File: src/hdl/tsched_pkg.sv
`timescale 1ns / 1ps
// ----------------------------------------------------------------------------
// Task scheduler package
// Shared constants and codes of the task scheduler.
// ----------------------------------------------------------------------------
package tsched_pkg;
  localparam int unsigned Slots = 8;
  localparam int unsigned SlotW = $clog2(Slots);
  localparam int unsigned CntW = $clog2(Slots + 1);

  typedef logic [SlotW-1:0] slot_t;
  typedef logic [CntW-1:0]  cnt_t;

  localparam logic [1:0] ModeSjf = 2'd0;
  localparam logic [1:0] ModeRr = 2'd1;
  localparam logic [1:0] ModeSrtf = 2'd2;

  localparam logic [7:0] QuantReset = 8'd4;

  localparam logic [1:0] StOk = 2'd0;
  localparam logic [1:0] StFull = 2'd1;
  localparam logic [1:0] StZero = 2'd2;
  localparam logic [1:0] StIdle = 2'd3;

  localparam logic [1:0] RsnNone = 2'd0;
  localparam logic [1:0] RsnTerm = 2'd1;
  localparam logic [1:0] RsnPreempt = 2'd2;
  localparam logic [1:0] RsnQuantum = 2'd3;

  localparam logic RegMode = 1'b0;
  localparam logic RegQuantum = 1'b1;

  localparam logic OpAdmit = 1'b0;

  // One table entry as stored in the slot memory.
  typedef struct packed {
    logic [7:0]  pid;
    logic [15:0] remaining;
    logic [15:0] burst;
    logic [15:0] arrival;
    slot_t       rank;
  } entry_t;
endpackage

File: src/hdl/task_scheduler_sjf_rr_srtf.sv
`timescale 1ns / 1ps
// ----------------------------------------------------------------------------
// Task scheduler (SJF / round robin / SRTF)
// Ready table in a synchronous memory, scanned slot by slot.
// ----------------------------------------------------------------------------
// Channel | direction | handshake
// in      | input     | in_valid_i / in_stall_o
// out     | output    | out_valid_o / out_stall_i
// cfg     | input     | cfg_valid_i / cfg_ready_o
// An admit passes straight to the result handoff before the next accept.
// A tick runs the selection scan with one memory read per slot, a planning step,
// a write back and the result handoff.
// When the running process ends or rotates, a second pass over the slots closes
// the queue gap before the write back.
// A stalled result holds the block; no item is taken meanwhile.
// Reset is asynchronous; valid bits live in flops, so the memory needs no clearing.
module task_scheduler_sjf_rr_srtf (
  input  logic        clk_i,
  input  logic        rst_ni,
  input  logic        in_valid_i,
  output logic        in_stall_o,
  input  logic        opcode_i,
  input  logic [7:0]  process_id_i,
  input  logic [15:0] burst_length_i,
  output logic        out_valid_o,
  input  logic        out_stall_i,
  output logic [1:0]  status_o,
  output logic [7:0]  running_id_o,
  output logic        dispatched_o,
  output logic [1:0]  switch_reason_o,
  output logic        finished_o,
  output logic [15:0] turnaround_time_o,
  output logic [15:0] waiting_time_o,
  output logic [15:0] current_time_o,
  input  logic        cfg_valid_i,
  output logic        cfg_ready_o,
  input  logic [0:0]  cfg_index_i,
  input  logic [7:0]  cfg_data_i
);
  typedef enum logic [5:0] {
    S_IDLE  = 6'b000001,
    S_SCAN  = 6'b000010,
    S_PLAN  = 6'b000100,
    S_RANK  = 6'b001000,
    S_WRITE = 6'b010000,
    S_OUT   = 6'b100000
  } state_e;

  state_e state_q, state_d;

  // Slot memory: one write port and one registered read port.
  tsched_pkg::entry_t mem_q [tsched_pkg::Slots];
  tsched_pkg::entry_t rdata_q;
  logic               we;
  tsched_pkg::slot_t  waddr, raddr;
  tsched_pkg::entry_t wdata;

  always_ff @(posedge clk_i) begin
    if (we) begin
      mem_q[waddr] <= wdata;
    end
    rdata_q <= mem_q[raddr];
  end

  logic [tsched_pkg::Slots-1:0] valid_q;
  tsched_pkg::cnt_t   count_q;
  logic [15:0]        time_q;
  logic [7:0]         slice_q;
  tsched_pkg::slot_t  last_q;
  logic               alive_q;
  logic [1:0]         pend_q;
  logic [1:0]         mode_q;
  logic [7:0]         quant_q;

  // Scan registers.
  tsched_pkg::cnt_t   idx_q;
  logic               rd_q;
  tsched_pkg::slot_t  rdidx_q;
  logic               found_q;
  tsched_pkg::slot_t  best_q;
  tsched_pkg::entry_t bent_q;

  logic [1:0]  r_status_q, r_reason_q;
  logic [7:0]  r_id_q;
  logic        r_disp_q, r_fin_q;
  logic [15:0] r_tat_q, r_wt_q;
  logic        ov_q;

  assign in_stall_o  = (state_q != S_IDLE);
  assign cfg_ready_o = (state_q == S_IDLE);
  assign out_valid_o = ov_q;
  assign status_o = r_status_q;
  assign running_id_o = r_id_q;
  assign dispatched_o = r_disp_q;
  assign switch_reason_o = r_reason_q;
  assign finished_o = r_fin_q;
  assign turnaround_time_o = r_tat_q;
  assign waiting_time_o = r_wt_q;
  assign current_time_o = time_q;

  logic              prev_live;
  logic              keep_last;
  logic              better;
  tsched_pkg::slot_t free_idx;
  logic              free_any;
  logic              admit_ok;
  logic              scan_end;
  logic [15:0]       rem_dec;
  logic [15:0]       tnext;
  logic [15:0]       run_tat;
  logic [7:0]        q_eff;
  logic [7:0]        slice_inc;
  logic [7:0]        slice_new;
  logic              run_fin;
  logic              run_disp;
  logic              run_rot;
  logic              need_rank;

  assign prev_live = alive_q && valid_q[last_q];
  assign keep_last = (mode_q == tsched_pkg::ModeSjf) && prev_live;
  assign admit_ok  = in_valid_i && (opcode_i == tsched_pkg::OpAdmit) &&
                     (burst_length_i != 16'd0) && free_any;
  assign scan_end  = (idx_q == tsched_pkg::cnt_t'(tsched_pkg::Slots));
  assign rem_dec   = bent_q.remaining - 16'd1;
  assign tnext     = time_q + 16'd1;
  assign run_tat   = tnext - bent_q.arrival;
  assign q_eff     = (quant_q == 8'd0) ? 8'd1 : quant_q;
  assign slice_inc = (slice_q == 8'hFF) ? slice_q : slice_q + 8'd1;

  // Plan for the selected slot once the scan is over.
  assign run_fin   = (rem_dec == 16'd0);
  assign run_disp  = !prev_live || (best_q != last_q);
  assign slice_new = run_disp ? 8'd1 : slice_inc;
  assign run_rot   = (mode_q == tsched_pkg::ModeRr) && !run_fin && (slice_new >= q_eff);
  assign need_rank = found_q && (run_fin || run_rot);

  // Lowest free slot.
  always_comb begin
    free_idx = '0;
    free_any = 1'b0;
    for (int i = int'(tsched_pkg::Slots) - 1; i >= 0; i--) begin
      if (!valid_q[i]) begin
        free_idx = tsched_pkg::slot_t'(i);
        free_any = 1'b1;
      end
    end
  end

  // Compare the freshly read slot against the running best.
  always_comb begin
    if (keep_last) begin
      better = (rdidx_q == last_q);
    end else if (!found_q) begin
      better = 1'b1;
    end else if (mode_q == tsched_pkg::ModeRr) begin
      better = rdata_q.rank < bent_q.rank;
    end else begin
      better = (rdata_q.remaining < bent_q.remaining) ||
               ((rdata_q.remaining == bent_q.remaining) &&
                (rdata_q.rank < bent_q.rank));
    end
  end

  // Memory port control.
  always_comb begin
    we    = 1'b0;
    waddr = rdidx_q;
    wdata = rdata_q;
    raddr = idx_q[tsched_pkg::SlotW-1:0];
    unique case (state_q)
      S_IDLE: begin
        waddr = free_idx;
        wdata.pid       = process_id_i;
        wdata.remaining = burst_length_i;
        wdata.burst     = burst_length_i;
        wdata.arrival   = time_q;
        wdata.rank      = tsched_pkg::slot_t'(count_q);
        we = admit_ok;
      end
      S_RANK: begin
        // Close the gap behind the removed or rotated slot.
        waddr = rdidx_q;
        wdata = rdata_q;
        wdata.rank = rdata_q.rank - tsched_pkg::slot_t'(1);
        we = rd_q && valid_q[rdidx_q] && (rdidx_q != best_q) &&
             (rdata_q.rank > bent_q.rank);
      end
      S_WRITE: begin
        waddr = best_q;
        wdata = bent_q;
        wdata.remaining = rem_dec;
        wdata.rank = run_rot ? tsched_pkg::slot_t'(count_q - tsched_pkg::cnt_t'(1))
                             : bent_q.rank;
        we = found_q && !run_fin;
      end
      default: begin
      end
    endcase
  end

  // Table state, scan registers and result.
  always_ff @(posedge clk_i or negedge rst_ni) begin
    if (!rst_ni) begin
      state_q    <= S_IDLE;
      valid_q    <= '0;
      count_q    <= '0;
      time_q     <= '0;
      slice_q    <= '0;
      last_q     <= '0;
      alive_q    <= 1'b0;
      pend_q     <= tsched_pkg::RsnNone;
      mode_q     <= tsched_pkg::ModeSrtf;
      quant_q    <= tsched_pkg::QuantReset;
      ov_q       <= 1'b0;
      idx_q      <= '0;
      rd_q       <= 1'b0;
      rdidx_q    <= '0;
      found_q    <= 1'b0;
      best_q     <= '0;
      bent_q     <= '0;
      r_status_q <= tsched_pkg::StOk;
      r_reason_q <= tsched_pkg::RsnNone;
      r_id_q     <= '0;
      r_disp_q   <= 1'b0;
      r_fin_q    <= 1'b0;
      r_tat_q    <= '0;
      r_wt_q     <= '0;
    end else begin
      state_q <= state_d;
      unique case (state_q)
        S_IDLE: begin
          if (cfg_valid_i) begin
            if (cfg_index_i == tsched_pkg::RegMode) begin
              mode_q <= cfg_data_i[1:0];
            end else begin
              quant_q <= cfg_data_i;
            end
          end
          if (in_valid_i) begin
            idx_q   <= '0;
            rd_q    <= 1'b0;
            found_q <= 1'b0;
            // An admit completes right away.
            if (opcode_i == tsched_pkg::OpAdmit) begin
              ov_q       <= 1'b1;
              r_id_q     <= '0;
              r_disp_q   <= 1'b0;
              r_reason_q <= tsched_pkg::RsnNone;
              r_fin_q    <= 1'b0;
              r_tat_q    <= '0;
              r_wt_q     <= '0;
              if (burst_length_i == 16'd0) begin
                r_status_q <= tsched_pkg::StZero;
              end else if (!free_any) begin
                r_status_q <= tsched_pkg::StFull;
              end else begin
                r_status_q <= tsched_pkg::StOk;
                valid_q[free_idx] <= 1'b1;
                count_q <= count_q + tsched_pkg::cnt_t'(1);
              end
            end
          end
        end
        S_SCAN: begin
          // One slot read per cycle; compare the previous read.
          rd_q    <= !scan_end;
          rdidx_q <= idx_q[tsched_pkg::SlotW-1:0];
          if (!scan_end) begin
            idx_q <= idx_q + tsched_pkg::cnt_t'(1);
          end
          if (rd_q && valid_q[rdidx_q] && better) begin
            found_q <= 1'b1;
            best_q  <= rdidx_q;
            bent_q  <= rdata_q;
          end
        end
        S_PLAN: begin
          idx_q <= '0;
          rd_q  <= 1'b0;
        end
        S_RANK: begin
          rd_q    <= !scan_end;
          rdidx_q <= idx_q[tsched_pkg::SlotW-1:0];
          if (!scan_end) begin
            idx_q <= idx_q + tsched_pkg::cnt_t'(1);
          end
        end
        S_WRITE: begin
          ov_q       <= 1'b1;
          time_q     <= tnext;
          r_id_q     <= '0;
          r_disp_q   <= 1'b0;
          r_reason_q <= tsched_pkg::RsnNone;
          r_fin_q    <= 1'b0;
          r_tat_q    <= '0;
          r_wt_q     <= '0;
          if (!found_q) begin
            // Idle tick: nothing ran, the pending reason is kept.
            r_status_q <= tsched_pkg::StIdle;
            alive_q    <= 1'b0;
            slice_q    <= '0;
          end else begin
            r_status_q <= tsched_pkg::StOk;
            r_id_q     <= bent_q.pid;
            last_q     <= best_q;
            if (run_disp) begin
              r_disp_q <= 1'b1;
              if (prev_live) begin
                r_reason_q <= (pend_q == tsched_pkg::RsnQuantum) ?
                              tsched_pkg::RsnQuantum : tsched_pkg::RsnPreempt;
              end else begin
                r_reason_q <= pend_q;
              end
            end
            if (run_fin) begin
              r_fin_q <= 1'b1;
              r_tat_q <= run_tat;
              r_wt_q  <= run_tat - bent_q.burst;
              valid_q[best_q] <= 1'b0;
              count_q <= count_q - tsched_pkg::cnt_t'(1);
              alive_q <= 1'b0;
              slice_q <= '0;
              pend_q  <= tsched_pkg::RsnTerm;
            end else begin
              alive_q <= 1'b1;
              if (run_rot) begin
                slice_q <= '0;
                pend_q  <= tsched_pkg::RsnQuantum;
              end else begin
                pend_q  <= tsched_pkg::RsnNone;
                slice_q <= (mode_q == tsched_pkg::ModeRr) ? slice_new : 8'd0;
              end
            end
          end
        end
        S_OUT: begin
          if (!out_stall_i) begin
            ov_q <= 1'b0;
          end
        end
        default: begin
        end
      endcase
    end
  end

  // Next state.
  always_comb begin
    state_d = state_q;
    unique case (state_q)
      S_IDLE: begin
        if (in_valid_i) begin
          state_d = (opcode_i == tsched_pkg::OpAdmit) ? S_OUT : S_SCAN;
        end
      end
      S_SCAN: begin
        if (scan_end) state_d = S_PLAN;
      end
      S_PLAN: begin
        state_d = need_rank ? S_RANK : S_WRITE;
      end
      S_RANK: begin
        if (scan_end) state_d = S_WRITE;
      end
      S_WRITE: state_d = S_OUT;
      S_OUT: begin
        if (!out_stall_i) state_d = S_IDLE;
      end
      default: state_d = S_IDLE;
    endcase
  end
endmodule

File: config.mk
export PLATFORM = sky130hd
export DESIGN_NAME = task_scheduler_sjf_rr_srtf
export DESIGN_NICKNAME = d
export VERILOG_FILES = /design/src/hdl/tsched_pkg.sv /design/src/hdl/task_scheduler_sjf_rr_srtf.sv
export SDC_FILE = /design/constraint.sdc
export NUM_CORES = 1
export LEC_CHECK = 0
export ABC_AREA = 0
export CAP_MARGIN = 20
export CORE_MARGIN = 2
export CORE_UTILIZATION = 49
export DETAILED_ROUTE_END_ITERATION = 10
export DONT_BUFFER_PORTS = 1
export GPL_TIMING_DRIVEN = 1
export SETUP_SLACK_MARGIN = 0.02
export SLEW_MARGIN = 20
export SYNTH_ARGS = -nofsm -noshare
export SYNTH_HDL_FRONTEND = slang
export SYNTH_SLANG_ARGS = --single-unit
File: constraint.sdc
create_clock -name clk_i -period 9.6 [get_ports clk_i]
set_input_delay 1.44 -clock clk_i [delete_from_list [all_inputs] [get_ports clk_i]]
set_output_delay 1.44 -clock clk_i [all_outputs]
set_load 0.005 [all_outputs]
==> metrics list <==
- Share of the yosys chip area belonging to registers: 0.656
- WHS Endpoint: bent_q[11]$_DFFE_PN0P_
* Cell internal power dissipation: 7.55 mW
- Of the total power, the share spent switching nets is 0.359.
- Number of port buffers: 0
- Crit path setup slack, layout: 4.68 ns
* Synthesized flop and latch total: 706
* Clock latency on the worst-skew pair: 0.61 ns
- Synth Instances: ~1900
- R2R Setup Slk: 4.68 ns
- The number of max-slew violations in the final report was 0.
- Among all flip-flop cells after synthesis, the most frequent one is sky130_fd_sc_hd__edfxtp_1.
- Routability-driven placement finished with a final weighted congestion of 0.853.
* Reg2Reg Capture Point: waiting_time_o[15]$_DFFE_PN0P_
* Unrepaired setup endpoints after global routing: false
* Arrival @ worst endpoint: 5.41 ns
* Number of detailed-routing iterations run before antenna repair: 5
* R2r startpoint: current_time_o[0]$_DFFE_PN0P_
- Clock tree buffer depth: 3
- For this design, the CTS-stage hold fixing added 0 buffers.
- Layout cells sized above 1: 0.184
* Clock share of power: 0.242
- Half-perimeter wire length after placement: 43.6 mm
- Net count after synthesis: 2049
- Layout Cells excl Fill: 2796
- For this run, the top clock speed supported by timing is approximately 0.20 GHz.
- The smallest clock period supported by the final layout is computed as 4.92 ns.
* Final Skew: roughly 0.018 ns
- Clock sinks: 706
- Number of warning messages in the yosys log: 0
- Share of total power in sequential cells: 0.394
* Hold_sp: rdata_q[11]$_DFF_P_
- Antenna diode count: 0
- Global route overflow: 0
- Count of distinct cell types in the synthesized netlist: 76
- In this run the standard cell core region covers roughly 0.06 sq mm.
* WL/cell: 25.9 um
* Cells after DPL: 2653
- Transition time at the pin with the least slew margin: 1.11 ns
- Leakage power: 12.2 nW
* Relative contribution of combinational cells to total power: 0.364
- In this run the power density over the cells is 353 mW/mm^2.
* Pre-CTS setup slack: 4.75 ns
- Startpoint kind of the worst setup timing path: flop
* Path type of the worst min-delay path: reg2reg
- In this run the power spent charging and discharging nets is 4.23 mW.
- For this configuration, the core starts out at a cell density of 0.497.
* Global-route wire length before repair: 110 mm
* Average via count per standard cell: 5.98
- For this run, asynchronously set or reset flops after synthesis account for 0.248.
* Final-report setup violation count: 0
- Largest fanout of any net on the critical path: 7
- Via count of the first global-routing pass: roughly 17000
- Once the clock tree was built, the resizer swapped 0 gates to a different size.
- In this run the tightest slew margin relative to its limit is 0.261.
- Maximum level of the CTS H-tree: 3
- At the worst endpoint, the required time is 10.09 ns.
- Most common library cell in the layout ignoring fill and taps: sky130_fd_sc_hd__edfxtp_1
- In this run the post-CTS setup repair buffer count came out at 0.
- Across the run, the number of max-cap violations was 0.
- Along the worst hold path, the cell count comes to 1.
- Of the available clock period, the critical path in the final layout requires 0.513.
- Vias: 16700
- Number of ports placed on the die boundary: between 100 and 150
* Final ANT Viol Nets: 0
- Number of clock buffers inserted by TritonCTS: between 70 and 80
* DRC errors left: 0
* Maximum number of pins on one net before global-route repair: 176
- The detailed router finished its first iteration with 1339 violations.
- Number of rows in the core area: 90
- The floorplan step defined a die boundary enclosing 0.0634 sq mm.
* Type of element capturing the critical path: flop
* Result of the run: completed
- Vertical die dimension: roughly 250 um
- The initial antenna violation count came to 1.
* Number of fill cells in the layout: 4798
* Final-layout worst hold slack: ~0.47 ns
- Global router's overall resource usage: 0.234
* Post-Route Setup TNS: 0 ns
- The worst setup path is of the reg2reg kind.
- In this run the horizontal extent of the chip is 252 um.
* Number of enable-type register cells in the synthesized netlist: approximately 470
* Commonest non-fill, non-tap cells in the layout: 472 x sky130_fd_sc_hd__edfxtp_1, 176 x sky130_fd_sc_hd__nand2_1, 169 x sky130_fd_sc_hd__dfrtp_1
- After the last flow step, the layout net total stands at 2058.
- After detailed routing, the total wire length is just over 70 mm.
- TritonCTS built the clock tree.
- The cell area that synthesis handed to floorplanning was between 0.03 and 0.04 sq mm.
- After synthesis, the mean cell area works out to 15.5 sq um.
- Reg clk slew, reported paths: 0.06 ns
- Worst IR drop on VDD: 0.215 mV
* Clk Tree Root Cell: sky130_fd_sc_hd__clkbuf_16
* Area overhead of the layout relative to synthesis: 11.0%
- Depth of the most critical reg-to-reg path: 19
* Post-route core utilization: 0.552
* Number of failing hold endpoints at the final stage: 0
==> power groups by stage <==
stage | Combinational (mW) | Clock (mW) | Sequential (mW)
finish | 4.29 | 2.85 | 4.63
global route | 4.68 | 3.05 | 4.69
CTS | 4.24 | 2.92 | 4.67
detailed placement | 4.22 | 0 | 4.73
global placement | 4.14 | 0 | 4.73
floorplan | 3.08 | 0 | 4.44
==> logic make-up (layout without fill, tap and decap cells) <==
logic type	after synthesis	count (layout)	share of synthesized area
buffers and inverters	174	247	0.0236
adder cells (fa/ha/maj)	69	69	0.0292
multiplexers	261	261	0.144
AO/OA/AOI/OAI	270	270	0.0636
XOR/XNOR	85	85	0.0252
flip-flops	706	706	0.656
AND/OR/NAND/NOR	376	376	0.0582
==> area by class of cell <==
class                           instances  area, sq um  share of cell area
Clock buffer                          102         2090              0.0627
Clock inverter                         40          355              0.0106
Inverter                               83          312             0.00934
Multi-Input combinational cell       1061         9710               0.291
Sequential cell                       706        19700               0.592
Tap cell                              782          978              0.0293
Timing Repair Buffer                   22          178             0.00532
==> layer usage <==
layer / track usage / wire (um) / part of all wire
met1: 0.314 / 30800 / 0.42
met2: 0.378 / 34800 / 0.48
met3: 0.0463 / 4540 / 0.063
met4: 0.0898 / 2440 / 0.034
met5: 0 / 16 / 0.00022
==> state kept, by name (all words and copies together) (netlist names), 2 cells and up <==
signal and count:
bent_q 59, valid_q 8, idx_q 4, running_id_o 8, waiting_time_o 16, slice_q 8
last_q 3, rdata_q 59, quant_q 8, best_q 3, switch_reason_o 2, rdidx_q 3
turnaround_time_o 16, pend_q 2, status_o 2, state_q 6, mode_q 2, count_q 3
current_time_o 16, mem_q 472
==> critical path: stages, from the launching register on <==
cell                       delay (ns)
sky130_fd_sc_hd__dfrtp_1         0.50
sky130_fd_sc_hd__ha_1            0.30
sky130_fd_sc_hd__xor2_1          0.17
sky130_fd_sc_hd__ha_1            0.33
sky130_fd_sc_hd__nor2b_1         0.14
sky130_fd_sc_hd__o21ai_0         0.24
sky130_fd_sc_hd__a21boi_0        0.18
sky130_fd_sc_hd__o21a_1          0.23
sky130_fd_sc_hd__o21ai_0         0.30
sky130_fd_sc_hd__xnor2_1         0.18
sky130_fd_sc_hd__ha_1            0.43
sky130_fd_sc_hd__o211ai_1        0.12
sky130_fd_sc_hd__or3_1           0.36
sky130_fd_sc_hd__a21oi_1         0.19
sky130_fd_sc_hd__o221ai_1        0.22
sky130_fd_sc_hd__o21ai_0         0.30
sky130_fd_sc_hd__o21ai_0         0.12
sky130_fd_sc_hd__nand2b_1        0.09
sky130_fd_sc_hd__xnor3_1         0.20
sky130_fd_sc_hd__a22o_1          0.20
==> how the worst max path moves through the flow <==
stage / startpoint / to / slack, ns / depth (start not counted)
final: current_time_o[0]$_DFFE_PN0P_ / waiting_time_o[15]$_DFFE_PN0P_ / 4.68 / 19
after global routing: current_time_o[0]$_DFFE_PN0P_ / waiting_time_o[15]$_DFFE_PN0P_ / 4.35 / 19
after CTS: current_time_o[0]$_DFFE_PN0P_ / waiting_time_o[15]$_DFFE_PN0P_ / 4.72 / 19
after detailed placement: burst_length_i[0] / mem_q[1][46]$_DFFE_PP_ / 4.75 / 9
after global placement: current_time_o[0]$_DFFE_PN0P_ / waiting_time_o[15]$_DFFE_PN0P_ / 4.79 / 19
after floorplan: burst_length_i[9] / mem_q[1][0]$_DFFE_PP_ / 4.26 / 8
==> Yosys cell counts (7+ instances only) <==
| cell type | count | area (sq um) |
|---|---|---|
| sky130_fd_sc_hd__dfxtp_1 | 59 | 1180 |
| sky130_fd_sc_hd__nor2_1 | 66 | 248 |
| sky130_fd_sc_hd__a221o_1 | 8 | 80.1 |
| sky130_fd_sc_hd__mux4_2 | 122 | 2750 |
| sky130_fd_sc_hd__and2_1 | 13 | 81.3 |
| sky130_fd_sc_hd__o21ai_0 | 67 | 335 |
| sky130_fd_sc_hd__nor3_1 | 19 | 95.1 |
| sky130_fd_sc_hd__nor4_1 | 13 | 81.3 |
| sky130_fd_sc_hd__o21a_1 | 9 | 67.6 |
| sky130_fd_sc_hd__nand4_1 | 14 | 87.6 |
| sky130_fd_sc_hd__inv_1 | 83 | 312 |
| sky130_fd_sc_hd__xor2_1 | 31 | 272 |
| sky130_fd_sc_hd__edfxtp_1 | 472 | 14200 |
| sky130_fd_sc_hd__a21oi_1 | 29 | 145 |
| sky130_fd_sc_hd__buf_1 | 16 | 60.1 |
| sky130_fd_sc_hd__mux2_4 | 7 | 105 |
| sky130_fd_sc_hd__nand2b_1 | 10 | 62.6 |
| sky130_fd_sc_hd__nand2_1 | 176 | 661 |
| sky130_fd_sc_hd__mux2i_1 | 8 | 80.1 |
| sky130_fd_sc_hd__nor2b_1 | 9 | 56.3 |
| sky130_fd_sc_hd__a22oi_1 | 48 | 360 |
| sky130_fd_sc_hd__a31oi_1 | 8 | 50.1 |
| sky130_fd_sc_hd__dfrtp_1 | 172 | 4300 |
| sky130_fd_sc_hd__nand3_1 | 21 | 105 |
| sky130_fd_sc_hd__mux2_1 | 50 | 563 |
| sky130_fd_sc_hd__a22o_1 | 32 | 280 |
| sky130_fd_sc_hd__mux2_2 | 74 | 833 |
| sky130_fd_sc_hd__clkbuf_1 | 64 | 240 |
| sky130_fd_sc_hd__ha_1 | 67 | 838 |
| sky130_fd_sc_hd__xnor2_1 | 53 | 464 |
| sky130_fd_sc_hd__a21o_1 | 12 | 90.1 |
==> through the flow <==
step                      total power [mW]  instance area (sq um)
final                                 11.8                  33400
after global routing                  12.4                  33400
after CTS                             11.8                  33400
after detailed placement              8.95                  30900
after global placement                8.87                  30900
after floorplan                       7.53                  30100
Note: power is estimated with default switching activity, not from simulation.
